[src/design/rtt_pkg.sv]
// Shared types and constants for the repeating timer table.
// Used by the front decoder, the job queue, the scan engine and the top level.
// No dependencies.
package rtt_pkg;

   // table size default, handed down from the top level
   localparam int TIMER_SLOTS_DEF = 16;

   // field widths
   localparam int OP_W     = 2;
   localparam int TIME_W   = 64;
   localparam int WORD_W   = 32;
   localparam int KIND_W   = 3;
   localparam int FIRED_W  = 5;

   // milliseconds to microseconds, and the width of period times that factor
   localparam int MS_TO_US = 1000;
   localparam int STEP_W   = 42;

   // repeat count that never runs out
   localparam logic [WORD_W-1:0] REPEAT_FOREVER = '1;

   // depth of the queue between front and back
   localparam int QUEUE_DEPTH = 2;

   // request op codes
   localparam logic [OP_W-1:0] OP_TICK   = 2'd0;
   localparam logic [OP_W-1:0] OP_ADD    = 2'd1;
   localparam logic [OP_W-1:0] OP_DELETE = 2'd2;
   localparam logic [OP_W-1:0] OP_UNUSED = 2'd3;

   // classified command carried to the back end
   typedef enum logic [1:0] {
      CMD_TICK,
      CMD_ADD,
      CMD_DELETE
   } cmd_type;

   // result kinds
   typedef enum logic [KIND_W-1:0] {
      KIND_ADDED   = 3'd0,
      KIND_FULL    = 3'd1,
      KIND_DELETED = 3'd2,
      KIND_FIRED   = 3'd3,
      KIND_DONE    = 3'd4
   } kind_type;

   // one queued job
   typedef struct packed {
      cmd_type             cmd;
      logic [TIME_W-1:0]   now_us;
      logic [WORD_W-1:0]   period_ms;
      logic [WORD_W-1:0]   repeat_count;
      logic [WORD_W-1:0]   timer_ident;
   } job_type;

endpackage

[src/design/rtt_front.sv]
// Front end of the timer table: takes request beats and classifies them.
// Depends on rtt_pkg; feeds rtt_queue with job_type beats.
module rtt_front (
   input  logic                       req_valid,
   output logic                       req_ready,
   input  logic [rtt_pkg::OP_W-1:0]   req_op,
   input  logic [rtt_pkg::TIME_W-1:0] req_now_us,
   input  logic [rtt_pkg::WORD_W-1:0] req_period_ms,
   input  logic [rtt_pkg::WORD_W-1:0] req_repeat_count,
   input  logic [rtt_pkg::WORD_W-1:0] req_timer_ident,
   output logic                       job_valid,
   input  logic                       job_ready,
   output rtt_pkg::job_type           job
);
   import rtt_pkg::*;

   logic known;

   // decode the op; the unused code is swallowed without a job
   always_comb begin
      known   = 1'b1;
      job.cmd = CMD_TICK;
      unique case (req_op)
         OP_TICK:   job.cmd = CMD_TICK;
         OP_ADD:    job.cmd = CMD_ADD;
         OP_DELETE: job.cmd = CMD_DELETE;
         default:   known = 1'b0;
      endcase
      job.now_us       = req_now_us;
      job.period_ms    = req_period_ms;
      job.repeat_count = req_repeat_count;
      job.timer_ident  = req_timer_ident;
   end

   // pass known beats to the queue, drop the rest at once
   assign job_valid = req_valid && known;
   assign req_ready = known ? job_ready : 1'b1;

endmodule

[src/design/rtt_queue.sv]
// Short job queue that decouples the front end from the scan engine.
// Depends on rtt_pkg for job_type and QUEUE_DEPTH.
module rtt_queue (
   input  logic             clock,
   input  logic             reset,
   input  logic             push_valid,
   output logic             push_ready,
   input  rtt_pkg::job_type push_job,
   output logic             pop_valid,
   input  logic             pop_ready,
   output rtt_pkg::job_type pop_job
);
   import rtt_pkg::*;

   localparam int PTR_W = (QUEUE_DEPTH > 1) ? $clog2(QUEUE_DEPTH) : 1;
   localparam int CNT_W = $clog2(QUEUE_DEPTH + 1);

   job_type            entry_ff [QUEUE_DEPTH];
   logic [PTR_W-1:0]   wr_ptr_ff, wr_ptr_in;
   logic [PTR_W-1:0]   rd_ptr_ff, rd_ptr_in;
   logic [CNT_W-1:0]   count_ff, count_in;
   logic               push, pop;

   assign push_ready = (count_ff != CNT_W'(QUEUE_DEPTH));
   assign pop_valid  = (count_ff != '0);
   assign pop_job    = entry_ff[rd_ptr_ff];
   assign push       = push_valid && push_ready;
   assign pop        = pop_valid && pop_ready;

   // advance pointers and occupancy
   always_comb begin
      wr_ptr_in = wr_ptr_ff;
      rd_ptr_in = rd_ptr_ff;
      count_in  = count_ff;
      if (push) begin
         wr_ptr_in = (wr_ptr_ff == PTR_W'(QUEUE_DEPTH - 1)) ? '0 : wr_ptr_ff + 1'b1;
      end
      if (pop) begin
         rd_ptr_in = (rd_ptr_ff == PTR_W'(QUEUE_DEPTH - 1)) ? '0 : rd_ptr_ff + 1'b1;
      end
      if (push && !pop) begin
         count_in = count_ff + 1'b1;
      end else if (pop && !push) begin
         count_in = count_ff - 1'b1;
      end
   end

   always_ff @(posedge clock) begin
      if (reset) begin
         wr_ptr_ff <= '0;
         rd_ptr_ff <= '0;
         count_ff  <= '0;
      end else begin
         wr_ptr_ff <= wr_ptr_in;
         rd_ptr_ff <= rd_ptr_in;
         count_ff  <= count_in;
      end
   end

   // hold the entries; no reset needed
   always_ff @(posedge clock) begin
      if (push) begin
         entry_ff[wr_ptr_ff] <= push_job;
      end
   end

endmodule

[src/design/rtt_back.sv]
// Back end of the timer table: slot memory, per-slot flags and the scan engine.
// Depends on rtt_pkg; takes job_type beats from rtt_queue, drives result beats.
module rtt_back #(
   parameter int TIMER_SLOTS = rtt_pkg::TIMER_SLOTS_DEF
) (
   input  logic                        clock,
   input  logic                        reset,
   input  logic                        job_valid,
   output logic                        job_ready,
   input  rtt_pkg::job_type            job,
   output logic                        rsp_valid,
   input  logic                        rsp_ready,
   output logic [rtt_pkg::KIND_W-1:0]  rsp_kind,
   output logic [rtt_pkg::WORD_W-1:0]  rsp_timer_ident_res,
   output logic [rtt_pkg::FIRED_W-1:0] rsp_fired_count,
   output logic [rtt_pkg::WORD_W-1:0]  rsp_min_period_ms,
   output logic                        rsp_last
);
   import rtt_pkg::*;

   localparam int SLOT_W = (TIMER_SLOTS > 1) ? $clog2(TIMER_SLOTS) : 1;
   localparam int CNT_W  = $clog2(TIMER_SLOTS + 1);

   typedef struct packed {
      logic [WORD_W-1:0] ident;
      logic [STEP_W-1:0] step;
      logic [WORD_W-1:0] repeats;
      logic [TIME_W-1:0] deadline;
   } row_type;

   typedef enum logic [2:0] {
      ST_IDLE,
      ST_SCAN,
      ST_MUL,
      ST_ADD_WR,
      ST_FINISH
   } state_type;

   // slot memory
   row_type             mem [TIMER_SLOTS];
   row_type             rd_row_ff;
   logic                rd_en, wr_en;
   logic [SLOT_W-1:0]   rd_addr, wr_addr;
   row_type             wr_row;

   // control state
   state_type           state_ff, state_in;
   job_type             job_ff, job_in;
   logic [CNT_W-1:0]    rd_cnt_ff, rd_cnt_in;
   logic                eval_vld_ff, eval_vld_in;
   logic [SLOT_W-1:0]   eval_idx_ff, eval_idx_in;
   logic                found_ff, found_in;
   logic [SLOT_W-1:0]   found_idx_ff, found_idx_in;
   logic [FIRED_W-1:0]  fired_ff, fired_in;
   logic [STEP_W-1:0]   step_ff, step_in;
   logic [WORD_W-1:0]   ident_ctr_ff, ident_ctr_in;
   logic [WORD_W-1:0]   min_period_ff, min_period_in;
   logic [TIMER_SLOTS-1:0] used_ff, used_in;
   logic [TIMER_SLOTS-1:0] active_ff, active_in;
   logic [TIMER_SLOTS-1:0] doomed_ff, doomed_in;

   // result register
   logic                rsp_vld_ff, rsp_vld_in;
   kind_type            rsp_kind_ff, rsp_kind_in;
   logic [WORD_W-1:0]   rsp_ident_ff, rsp_ident_in;
   logic [FIRED_W-1:0]  rsp_fired_ff, rsp_fired_in;
   logic [WORD_W-1:0]   rsp_minp_ff, rsp_minp_in;
   logic                rsp_last_ff, rsp_last_in;

   // scan helpers
   logic                out_free;
   logic                cur_used, cur_active, cur_doomed;
   logic                tick_free, tick_fire;
   logic                need_emit, eval_go, advance, issue, scan_end;
   logic [TIME_W-1:0]   fire_deadline, add_deadline;
   logic [WORD_W-1:0]   ident_next, minp_next;

   assign out_free   = !rsp_vld_ff || rsp_ready;
   assign cur_used   = used_ff[eval_idx_ff];
   assign cur_active = active_ff[eval_idx_ff];
   assign cur_doomed = doomed_ff[eval_idx_ff];

   // classify the slot under evaluation for a tick
   assign tick_free = cur_used && (cur_doomed
                      || (cur_active && (rd_row_ff.repeats == '0)));
   assign tick_fire = cur_used && !cur_doomed && cur_active
                      && (rd_row_ff.repeats != '0)
                      && (rd_row_ff.deadline < job_ff.now_us);

   assign need_emit = (job_ff.cmd == CMD_TICK) && tick_fire;
   assign eval_go   = eval_vld_ff && (!need_emit || out_free);
   assign advance   = !eval_vld_ff || eval_go;
   assign issue     = advance && (rd_cnt_ff != CNT_W'(TIMER_SLOTS));
   assign scan_end  = !eval_vld_ff && (rd_cnt_ff == CNT_W'(TIMER_SLOTS));

   assign fire_deadline = rd_row_ff.deadline + TIME_W'(rd_row_ff.step);
   assign add_deadline  = job_ff.now_us + TIME_W'(step_ff);
   assign ident_next    = ident_ctr_ff + 1'b1;
   assign minp_next     = (job_ff.period_ms < min_period_ff) ? job_ff.period_ms
                                                              : min_period_ff;

   // sequencer: scan slots one a cycle while no fired beat waits on the result, then finish the job
   always_comb begin
      state_in      = state_ff;
      job_in        = job_ff;
      rd_cnt_in     = rd_cnt_ff;
      eval_vld_in   = eval_vld_ff;
      eval_idx_in   = eval_idx_ff;
      found_in      = found_ff;
      found_idx_in  = found_idx_ff;
      fired_in      = fired_ff;
      step_in       = step_ff;
      ident_ctr_in  = ident_ctr_ff;
      min_period_in = min_period_ff;
      used_in       = used_ff;
      active_in     = active_ff;
      doomed_in     = doomed_ff;
      rsp_vld_in    = rsp_vld_ff && !rsp_ready;
      rsp_kind_in   = rsp_kind_ff;
      rsp_ident_in  = rsp_ident_ff;
      rsp_fired_in  = rsp_fired_ff;
      rsp_minp_in   = rsp_minp_ff;
      rsp_last_in   = rsp_last_ff;
      job_ready     = 1'b0;
      rd_en         = 1'b0;
      rd_addr       = rd_cnt_ff[SLOT_W-1:0];
      wr_en         = 1'b0;
      wr_addr       = eval_idx_ff;
      wr_row        = rd_row_ff;

      unique case (state_ff)
         ST_IDLE: begin
            job_ready = 1'b1;
            if (job_valid) begin
               job_in      = job;
               found_in    = 1'b0;
               fired_in    = '0;
               rd_cnt_in   = '0;
               eval_vld_in = 1'b0;
               state_in    = ST_SCAN;
            end
         end

         ST_SCAN: begin
            // act on the slot whose row has just been read
            if (eval_go) begin
               unique case (job_ff.cmd)
                  CMD_TICK: begin
                     if (tick_free) begin
                        used_in[eval_idx_ff]   = 1'b0;
                        active_in[eval_idx_ff] = 1'b0;
                        doomed_in[eval_idx_ff] = 1'b0;
                     end else if (tick_fire) begin
                        wr_en           = 1'b1;
                        wr_row.deadline = fire_deadline;
                        if (rd_row_ff.repeats != REPEAT_FOREVER) begin
                           wr_row.repeats = rd_row_ff.repeats - 1'b1;
                        end
                        fired_in     = fired_ff + 1'b1;
                        rsp_vld_in   = 1'b1;
                        rsp_kind_in  = KIND_FIRED;
                        rsp_ident_in = rd_row_ff.ident;
                        rsp_fired_in = '0;
                        rsp_minp_in  = min_period_ff;
                        rsp_last_in  = 1'b0;
                     end
                  end
                  CMD_ADD: begin
                     if (!cur_used && !found_ff) begin
                        found_in     = 1'b1;
                        found_idx_in = eval_idx_ff;
                     end
                  end
                  CMD_DELETE: begin
                     if (cur_used && !found_ff
                         && (rd_row_ff.ident == job_ff.timer_ident)) begin
                        found_in               = 1'b1;
                        active_in[eval_idx_ff] = 1'b0;
                        doomed_in[eval_idx_ff] = 1'b1;
                     end
                  end
                  default: ;
               endcase
            end
            // issue the next read
            if (advance) begin
               eval_vld_in = issue;
               eval_idx_in = rd_addr;
               if (issue) begin
                  rd_en     = 1'b1;
                  rd_cnt_in = rd_cnt_ff + 1'b1;
               end
            end
            if (scan_end) begin
               state_in = (job_ff.cmd == CMD_ADD && found_ff) ? ST_MUL : ST_FINISH;
            end
         end

         ST_MUL: begin
            step_in  = STEP_W'(job_ff.period_ms) * STEP_W'(MS_TO_US);
            state_in = ST_ADD_WR;
         end

         ST_ADD_WR: begin
            // install the new timer and report it
            if (out_free) begin
               wr_en                   = 1'b1;
               wr_addr                 = found_idx_ff;
               wr_row.ident            = ident_next;
               wr_row.step             = step_ff;
               wr_row.repeats          = job_ff.repeat_count;
               wr_row.deadline         = add_deadline;
               used_in[found_idx_ff]   = 1'b1;
               active_in[found_idx_ff] = 1'b1;
               doomed_in[found_idx_ff] = 1'b0;
               ident_ctr_in            = ident_next;
               min_period_in           = minp_next;
               rsp_vld_in              = 1'b1;
               rsp_kind_in             = KIND_ADDED;
               rsp_ident_in            = ident_next;
               rsp_fired_in            = '0;
               rsp_minp_in             = minp_next;
               rsp_last_in             = 1'b1;
               state_in                = ST_IDLE;
            end
         end

         ST_FINISH: begin
            // closing beat of a tick, a delete or a refused add
            if (out_free) begin
               rsp_vld_in   = 1'b1;
               rsp_fired_in = '0;
               rsp_ident_in = '0;
               rsp_minp_in  = min_period_ff;
               rsp_last_in  = 1'b1;
               unique case (job_ff.cmd)
                  CMD_TICK: begin
                     rsp_kind_in  = KIND_DONE;
                     rsp_fired_in = fired_ff;
                  end
                  CMD_DELETE: begin
                     rsp_kind_in  = KIND_DELETED;
                     rsp_ident_in = job_ff.timer_ident;
                  end
                  default: rsp_kind_in = KIND_FULL;
               endcase
               state_in = ST_IDLE;
            end
         end

         default: state_in = ST_IDLE;
      endcase
   end

   // state and registered outputs
   always_ff @(posedge clock) begin
      if (reset) begin
         state_ff      <= ST_IDLE;
         eval_vld_ff   <= 1'b0;
         rd_cnt_ff     <= '0;
         found_ff      <= 1'b0;
         fired_ff      <= '0;
         ident_ctr_ff  <= '0;
         min_period_ff <= '1;
         used_ff       <= '0;
         active_ff     <= '0;
         doomed_ff     <= '0;
         rsp_vld_ff    <= 1'b0;
      end else begin
         state_ff      <= state_in;
         eval_vld_ff   <= eval_vld_in;
         rd_cnt_ff     <= rd_cnt_in;
         found_ff      <= found_in;
         fired_ff      <= fired_in;
         ident_ctr_ff  <= ident_ctr_in;
         min_period_ff <= min_period_in;
         used_ff       <= used_in;
         active_ff     <= active_in;
         doomed_ff     <= doomed_in;
         rsp_vld_ff    <= rsp_vld_in;
      end
      job_ff       <= job_in;
      eval_idx_ff  <= eval_idx_in;
      found_idx_ff <= found_idx_in;
      step_ff      <= step_in;
      rsp_kind_ff  <= rsp_kind_in;
      rsp_ident_ff <= rsp_ident_in;
      rsp_fired_ff <= rsp_fired_in;
      rsp_minp_ff  <= rsp_minp_in;
      rsp_last_ff  <= rsp_last_in;
   end

   // slot memory: one write and one registered read a cycle
   always_ff @(posedge clock) begin
      if (wr_en) begin
         mem[wr_addr] <= wr_row;
      end
      if (rd_en) begin
         rd_row_ff <= mem[rd_addr];
      end
   end

   assign rsp_valid           = rsp_vld_ff;
   assign rsp_kind            = rsp_kind_ff;
   assign rsp_timer_ident_res = rsp_ident_ff;
   assign rsp_fired_count     = rsp_fired_ff;
   assign rsp_min_period_ms   = rsp_minp_ff;
   assign rsp_last            = rsp_last_ff;

endmodule

[src/design/repeating_timer_table_top.sv]
// Top level of the repeating timer table: front decoder, job queue, scan engine.
// Depends on rtt_pkg, rtt_front, rtt_queue and rtt_back.
//
//   Channel | Ports  | Beat
//   --------+--------+-------------------------------------------------------
//   request | req_*  | op, now_us, period_ms, repeat_count, timer_ident
//   result  | rsp_*  | kind, timer_ident_res, fired_count, min_period_ms, last
//
// Every job walks the slot memory one slot a cycle through its single read
// port, but a tick's walk stalls while a fired beat waits on rsp_ready; a tick
// or a delete then shows its last beat from the finish state, and the engine
// is then free for the next job. An add that finds a free slot first multiplies
// its period, then installs the timer; a refused add closes like a delete.
// Reset clears the slot flags and the id counter and sets the smallest period to all ones.
// The queue keeps taking requests while the engine is busy or the result stalls, until it holds QUEUE_DEPTH jobs.
module repeating_timer_table_top #(
   parameter int TIMER_SLOTS = rtt_pkg::TIMER_SLOTS_DEF
) (
   input  logic                        clock,
   input  logic                        reset,
   input  logic                        req_valid,
   output logic                        req_ready,
   input  logic [rtt_pkg::OP_W-1:0]    req_op,
   input  logic [rtt_pkg::TIME_W-1:0]  req_now_us,
   input  logic [rtt_pkg::WORD_W-1:0]  req_period_ms,
   input  logic [rtt_pkg::WORD_W-1:0]  req_repeat_count,
   input  logic [rtt_pkg::WORD_W-1:0]  req_timer_ident,
   output logic                        rsp_valid,
   input  logic                        rsp_ready,
   output logic [rtt_pkg::KIND_W-1:0]  rsp_kind,
   output logic [rtt_pkg::WORD_W-1:0]  rsp_timer_ident_res,
   output logic [rtt_pkg::FIRED_W-1:0] rsp_fired_count,
   output logic [rtt_pkg::WORD_W-1:0]  rsp_min_period_ms,
   output logic                        rsp_last
);
   import rtt_pkg::*;

   logic    push_valid, push_ready;
   job_type push_job;
   logic    pop_valid, pop_ready;
   job_type pop_job;

   // classify requests
   rtt_front u_front (
      .req_valid        (req_valid),
      .req_ready        (req_ready),
      .req_op           (req_op),
      .req_now_us       (req_now_us),
      .req_period_ms    (req_period_ms),
      .req_repeat_count (req_repeat_count),
      .req_timer_ident  (req_timer_ident),
      .job_valid        (push_valid),
      .job_ready        (push_ready),
      .job              (push_job)
   );

   // decouple front from back
   rtt_queue u_queue (
      .clock      (clock),
      .reset      (reset),
      .push_valid (push_valid),
      .push_ready (push_ready),
      .push_job   (push_job),
      .pop_valid  (pop_valid),
      .pop_ready  (pop_ready),
      .pop_job    (pop_job)
   );

   // run jobs against the slot table
   rtt_back #(
      .TIMER_SLOTS (TIMER_SLOTS)
   ) u_back (
      .clock               (clock),
      .reset               (reset),
      .job_valid           (pop_valid),
      .job_ready           (pop_ready),
      .job                 (pop_job),
      .rsp_valid           (rsp_valid),
      .rsp_ready           (rsp_ready),
      .rsp_kind            (rsp_kind),
      .rsp_timer_ident_res (rsp_timer_ident_res),
      .rsp_fired_count     (rsp_fired_count),
      .rsp_min_period_ms   (rsp_min_period_ms),
      .rsp_last            (rsp_last)
   );

endmodule

[config.mk]
export PLATFORM = sky130hd
export DESIGN_NAME = repeating_timer_table_top
export DESIGN_NICKNAME = d
export VERILOG_FILES = /design/src/design/rtt_pkg.sv /design/src/design/rtt_front.sv /design/src/design/rtt_queue.sv /design/src/design/rtt_back.sv /design/src/design/repeating_timer_table_top.sv
export SDC_FILE = /design/constraint.sdc
export NUM_CORES = 2
export LEC_CHECK = 0
export BUFFER_PORTS_ARGS = -buffer_cell sky130_fd_sc_hd__buf_2
export CORE_MARGIN = 10
export CORE_UTILIZATION = 39
export DETAILED_ROUTE_END_ITERATION = 12
export SETUP_SLACK_MARGIN = 0.05
export SLEW_MARGIN = 25
export SYNTH_ARGS = -nofsm -noshare
export SYNTH_HDL_FRONTEND = slang
export SYNTH_SLANG_ARGS = --single-unit
[constraint.sdc]
create_clock -name clock -period 14 [get_ports clock]
set_clock_uncertainty 0.1 [all_clocks]
set_input_delay 1.4 -clock clock [delete_from_list [all_inputs] [get_ports clock]]
set_output_delay 1.4 -clock clock [all_outputs]
set_load 0.005 [all_outputs]
After elaboration in Yosys (flattened, before gate mapping)
Memories as Yosys holds them, arrays and structs flattened. A register that Yosys moved wholly into a read port is not among the register bits.
Index checks and enable logic that the tools add are counted.
{ "totals": {"n_memories": 2, "ff_bits": 252, "input_bits": 166, "ram_bits": 3044} }
{ "classes": {"multipliers": 1, "bitwise": 9, "n_reduce_logical": 61, "n_mux": 123, "eq_ne": 30, "n_lt_le_gt_ge": 6, "addsub": 10} }
{ "memory_table": {"columns": ["name", "depth", "width", "read_ports", "rd_clocked_by_memory_dff", "wr", "line_no", "source"], "rows": [
  ["u_back.mem", 16, 170, 1, 1, 1, "rtt_back.sv:40", "row_type mem [TIMER_SLOTS];"],
  ["u_queue.entry_ff", 2, 162, 1, 1, 1, "rtt_queue.sv:18", "job_type entry_ff [QUEUE_DEPTH];"]
]} }
{ "ops": {"columns": ["cell", "n"], "rows": [
  ["32-bit 2-to-1 mux", 15],
  ["96-bit 2-to-1 mux", 4],
  ["16-bit 2-to-1 mux", 12],
  ["32-bit case mux with 3 select lines", 2],
  ["96-bit case mux with 2 select lines", 1],
  ["170-bit 2-to-1 mux", 1],
  ["16-bit case mux with 2 select lines", 5],
  ["64-bit by 42-bit adder with 64-bit output", 2],
  ["74-bit 2-to-1 mux", 1],
  ["5-bit 2-to-1 mux", 14],
  ["16-bit bitwise AND", 4],
  ["64-bit less-than comparator", 1],
  ["16-bit bitwise OR", 3],
  ["32-bit by 7-bit multiplier with 39-bit output (second input constant)", 1],
  ["1-bit 2-to-1 mux", 37],
  ["32-bit by 1-bit adder with 32-bit output (second input constant)", 1],
  ["32-bit == test", 1],
  ["32-bit zero test", 1],
  ["32-bit less-than comparator", 1],
  ["32-bit inequality test (second input constant)", 1],
  ["16-bit NOT", 2],
  ["32-bit nonzero test", 1],
  ["32-bit by 1-bit subtractor with 32-bit output (second input constant)", 1],
  ["3-bit 2-to-1 mux", 9],
  ["43 further kinds", 119]
]} }

Depth between registers and ports, before layout
{ "logic_depth": {"word_depth": 16, "depth_mapped": 18, "ltp_nobuf": 18} }

Modules after synthesis
From an unflattened synthesis, not the netlist that was laid out.
{ "hier_totals": {"hier_cells": 8190, "hier_area_um2": 152371.1} }
{ "by_module_without_submodules": {"columns": ["mod", "area_each_um2", "cells_per_inst", "n_inst", "seq_area_each_um2"], "rows": [
  ["rtt_back", 138909.5, 7498, 1, 97813.8],
  ["rtt_queue", 12229.2, 528, 1, 9829.4],
  ["rtt_front", 1232.4, 164, 1, 0.0]
]} }

Worst setup path before layout
Ideal clock, no wire load.
{ "synth_timing": {"path_type": "register to register", "startpoint": "reg u_back.eval_idx_ff[1]", "endpoint": "mem u_back.mem[13][0] (netlist bit) (enable)", "arrival_ps": 10312, "path_stages_with_launch": 12, "required_time_ps": 13197, "setup_ps": 703, "path_slack_ps": 2885, "period_less_slack_ps": 11115, "path_cell_list": "edfxtp_1 -> clkbuf_1 -> clkbuf_1 -> mux4_2 -> mux4_2 -> o21bai_2 -> a2111oi_4 -> and3_1 -> nand2_2 -> nor2_1 -> a22oi_1 -> nor2_1"} }
{ "synth_between": {"elab_chain_len": 15, "word_cells_on_any_way": 27, "cone_classes": "mux: 15; reduce/logical: 12"} }
{ "synth_lines": {"columns": ["element", "line_no", "source"], "rows": [
  ["from (decl)", "rtt_back.sv:51", "logic [SLOT_W-1:0] eval_idx_ff, eval_idx_in;"],
  ["from (signal assigned)", "rtt_back.sv:283", "eval_idx_ff <= eval_idx_in;"],
  ["branches (longest 15 deep; another with 1-bit binary-select mux with 4-bit select)", null, null],
  ["to (decl)", "rtt_back.sv:40", null]
]} }
Several ways; the timed one is not identified. The select of a mux whose other input is x is not followed.

Worst setup path in the final report
{ "layout_timing": {"startpoint": "reg u_back.eval_idx_ff[1]", "endpoint": "mem u_back.mem[14][39] (netlist bit) (enable)"} }
The elaborated chain is that of the path after synthesis.

==> impl_metrics.yaml <==
die:
  start_util_pct: 39.14
  row_count: 228
  die_area_mm2: 0.4120
  num_io_pins: 241
  fp.dieH_um: 641.9
  die_w_um: 641.9
  core_region_area_mm2: 0.3854
pwr:
  swShare_pct: 36.99
  intPower_w: 0.02629
  combPwrFrac_pct: 41.2
  ir_drop_uv: 567.3
  p_leak_nw: 55.31
  p_clk_share_pct: 23.5
  p_per_area_mw_per_mm2: 243.2
  seq_power_share_pct: 35.2
  p_switching_w: 0.01543
detailed_routing:
  wire_per_inst_um: 28.87
  antenna_left: 0
  drt-total-wl_um: 403900
  drt_iter0_drc: 8468
  drc: 0
  vias: 79040
  drt-pass1-iter-count: 6
  vias_per_cell: 5.650
critical_path:
  cp-startpoint: "u_back.eval_idx_ff[1]"
  critPathKind: "reg2reg"
  worst_setup_path_start_kind: "register"
  worst_ep_arrival_time_ns: 7.59
  regToRegStartpoint: "u_back.eval_idx_ff[1]"
  cp_max_fo: 47
  end_kind: "register"
  crit_required_ns: 14.48
place:
  place_congestion: 0.8949
  dpl.hpwl_um: 250000
  numPortBuffers: 240
global_route:
  grt_use_total_pct: 19.02
  grt_pass1_vias: 81014
  grt-ovfl-total: 0
  grt_pass1_wl_um: 583600
  grt_max_degree: 125
  grt_antenna_before_repair: 32
layout:
  nNetsFinal: 9045
  area_growth_pct: 13.72
  drive_gt1_share_pct: 24.08
  layout_commonest_cell: "edfxtp_1"
  fill_cells: 32741
  final_util_pct: 44.50
  final_cell_mix: "edfxtp_1, mux4_2, nand2_1"
sta:
  hold_viol_final: 0
  period_needed_ns: 7.110
  rsz0062_at_grt: "false"
  layout_worst_path_cycle_share_pct: 50.78
  maxSlewHeadroom_pct: 25.46
  setup_violations: 0
  tightest_slew_ns: 1.114
  slew_violations: 0
  max_freq_ghz: 0.1407
  setup_tns_ns: 0
yosys:
  syn_area_mm2: 0.1508
  synth.area.mux_share_pct: 14.69
  yosys_warnings: 0
  ys_types: 92
  syn_nets: 8598
  synth_xor_area_share_pct: 1.225
  synthSimpleGateAreaFrac_pct: 3.345
  yosysSeqAreaShare_pct: 71.35
  syn-instance-count: 8044
  synth-main-ff-cell: "edfxtp_1"
  synth_edf_count: 3496
  syn-mean-instance-area_um2: 18.75
  yosys.area_share.adder_pct: 3.816
  synth_top_family_by_area: "multiplexers"
  synth_compound_area_share_pct: 3.838
  async_flop_share_pct: 0
  ys_ff_latch: 3628
clocking:
  clk_pin_slew_worst_paths_ns: 0.06
  clk_path_buf_depth: 4
  htree_levels: 5
  cts_tree: "yes"
  cts-buffers-inserted: 372
  cts_setup_buffers: 0
  cts_root_buffer: "clkbuf_16"
  ctsHoldBuffers: 0
  postCtsResizedCells: 0
  cts.sinks: 3628
  clock_latency_ns: 0.97
run:
  maxCapViolCount: 0
hold_path:
  hold_path.class: "reg2reg"
status:
  outcome: "complete, no violations"
final timing paths:
check / endpoint / slack (ns) / cells after the start
worst max-delay path: u_back.mem[14][39] / 6.89 / 13
worst min register to register: register / 0.37 / 2
worst max register to register: u_back.mem[14][39] / 6.89 / 13
worst min-delay path: register / 0.37 / 2
area by class of cell:
cell class                 instances  area, um^2  area share [%]
sequential                      3628      107600           62.76
timing repair buffer             446        3060           1.784
inverter                         317        1197          0.6981
tap                             5175        6475           3.775
clock inverter                   222        2250           1.312
multi-input combinational       3726       41050           23.94
clock buffer                     464        9808           5.718
antenna                           12       30.03         0.01751
metrics by stage:
step	setup slack [ns]	std cells	hold slack, ns	cell area, um^2	total power (W)
floorplan	2.885	8044	0.3206	150800	0.02663
finish	6.891	13990	0.3725	171500	0.04172
detailed placement	6.902	13287	0.3672	159200	0.03203
global placement	6.677	13278	0.3589	159000	0.03189
CTS	6.884	13973	0.3733	171300	0.04212
global route	6.644	13985	0.3917	171500	0.04441
cell families after synthesis:
logic type,after synthesis
muxes,1112
xor gates and xnor gates,211
DFF,3628
and+or+nand+nor,1091
buffers and inverters,690
AOI/OAI and AO/OA,924
adders and majority gates,388
synthesized netlist by cell type (75+ instances only):
library cell  instances  area, um^2
xnor2_1             137        1200
dfxtp_1             132        2643
ha_1                268        3353
inv_1               316        1186
fa_1                120        2402
nand2_1             438        1644
mux4_2              865       19480
a21oi_1             288        1441
buf_1                75       281.5
mux2_2              164        1847
clkbuf_1            294        1104
edfxtp_1           3496      105000
a21o_1               88       660.6
mux2i_1              83       830.8
o21ai_0             232        1161
nor2_1              262       983.4
flip-flops by register name, summed over array words and instances (netlist names), 5 cells and up, named ones only:
register / count
u_queue.entry_ff: 324
u_back.ident_ctr_ff: 32
u_back.rsp_min_period_ms: 32
u_back.min_period_ff: 32
u_back.fired_ff: 5
u_back.mem: 2720
u_back.step_ff: 39
u_back.active_ff: 16
u_back.used_ff: 16
u_back.rsp_timer_ident_res: 32
u_back.rsp_fired_count: 5
u_back.rd_cnt_ff: 5
u_back.rd_row_ff: 170
u_back.job_ff: 162
layer usage:
layer | vias to the layer above | share of wire, % | track usage [%]
met5 | - | 0.023 | 0
met4 | 16 | 3.6 | 6.316
met3 | 606 | 7.1 | 3.059
met2 | 3047 | 48 | 30.95
met1 | 42082 | 41 | 26.25
li1 | 33289 | - | -
worst max-delay path: stages (launching register included):
cell and delay [ns]:
edfxtp_1 0.95, mux4_2 0.37, mux4_2 0.35, nand2_1 0.15, a221o_1 0.36, a2111oi_4 0.38
and3_1 0.28, nand2_2 0.31, nor2_2 0.16, buf_4 0.36, a22oi_1 0.37, nor2_4 0.86
buf_4 0.85, buf_4 0.69
power by group through the flow:
| stage | registers [W] | clock network, W | logic [W] |
|---|---|---|---|
| 2_1_floorplan | 0.0147 | 0 | 0.0119 |
| 3_3_place_gp | 0.0149 | 0 | 0.0170 |
| 3_5_place_dp | 0.0149 | 0 | 0.0171 |
| 4_1_cts | 0.0147 | 0.0100 | 0.0174 |
| 5_1_grt | 0.0148 | 0.0104 | 0.0192 |
| 6_report | 0.0147 | 0.00982 | 0.0172 |
Power figures use the tool's default switching activity.
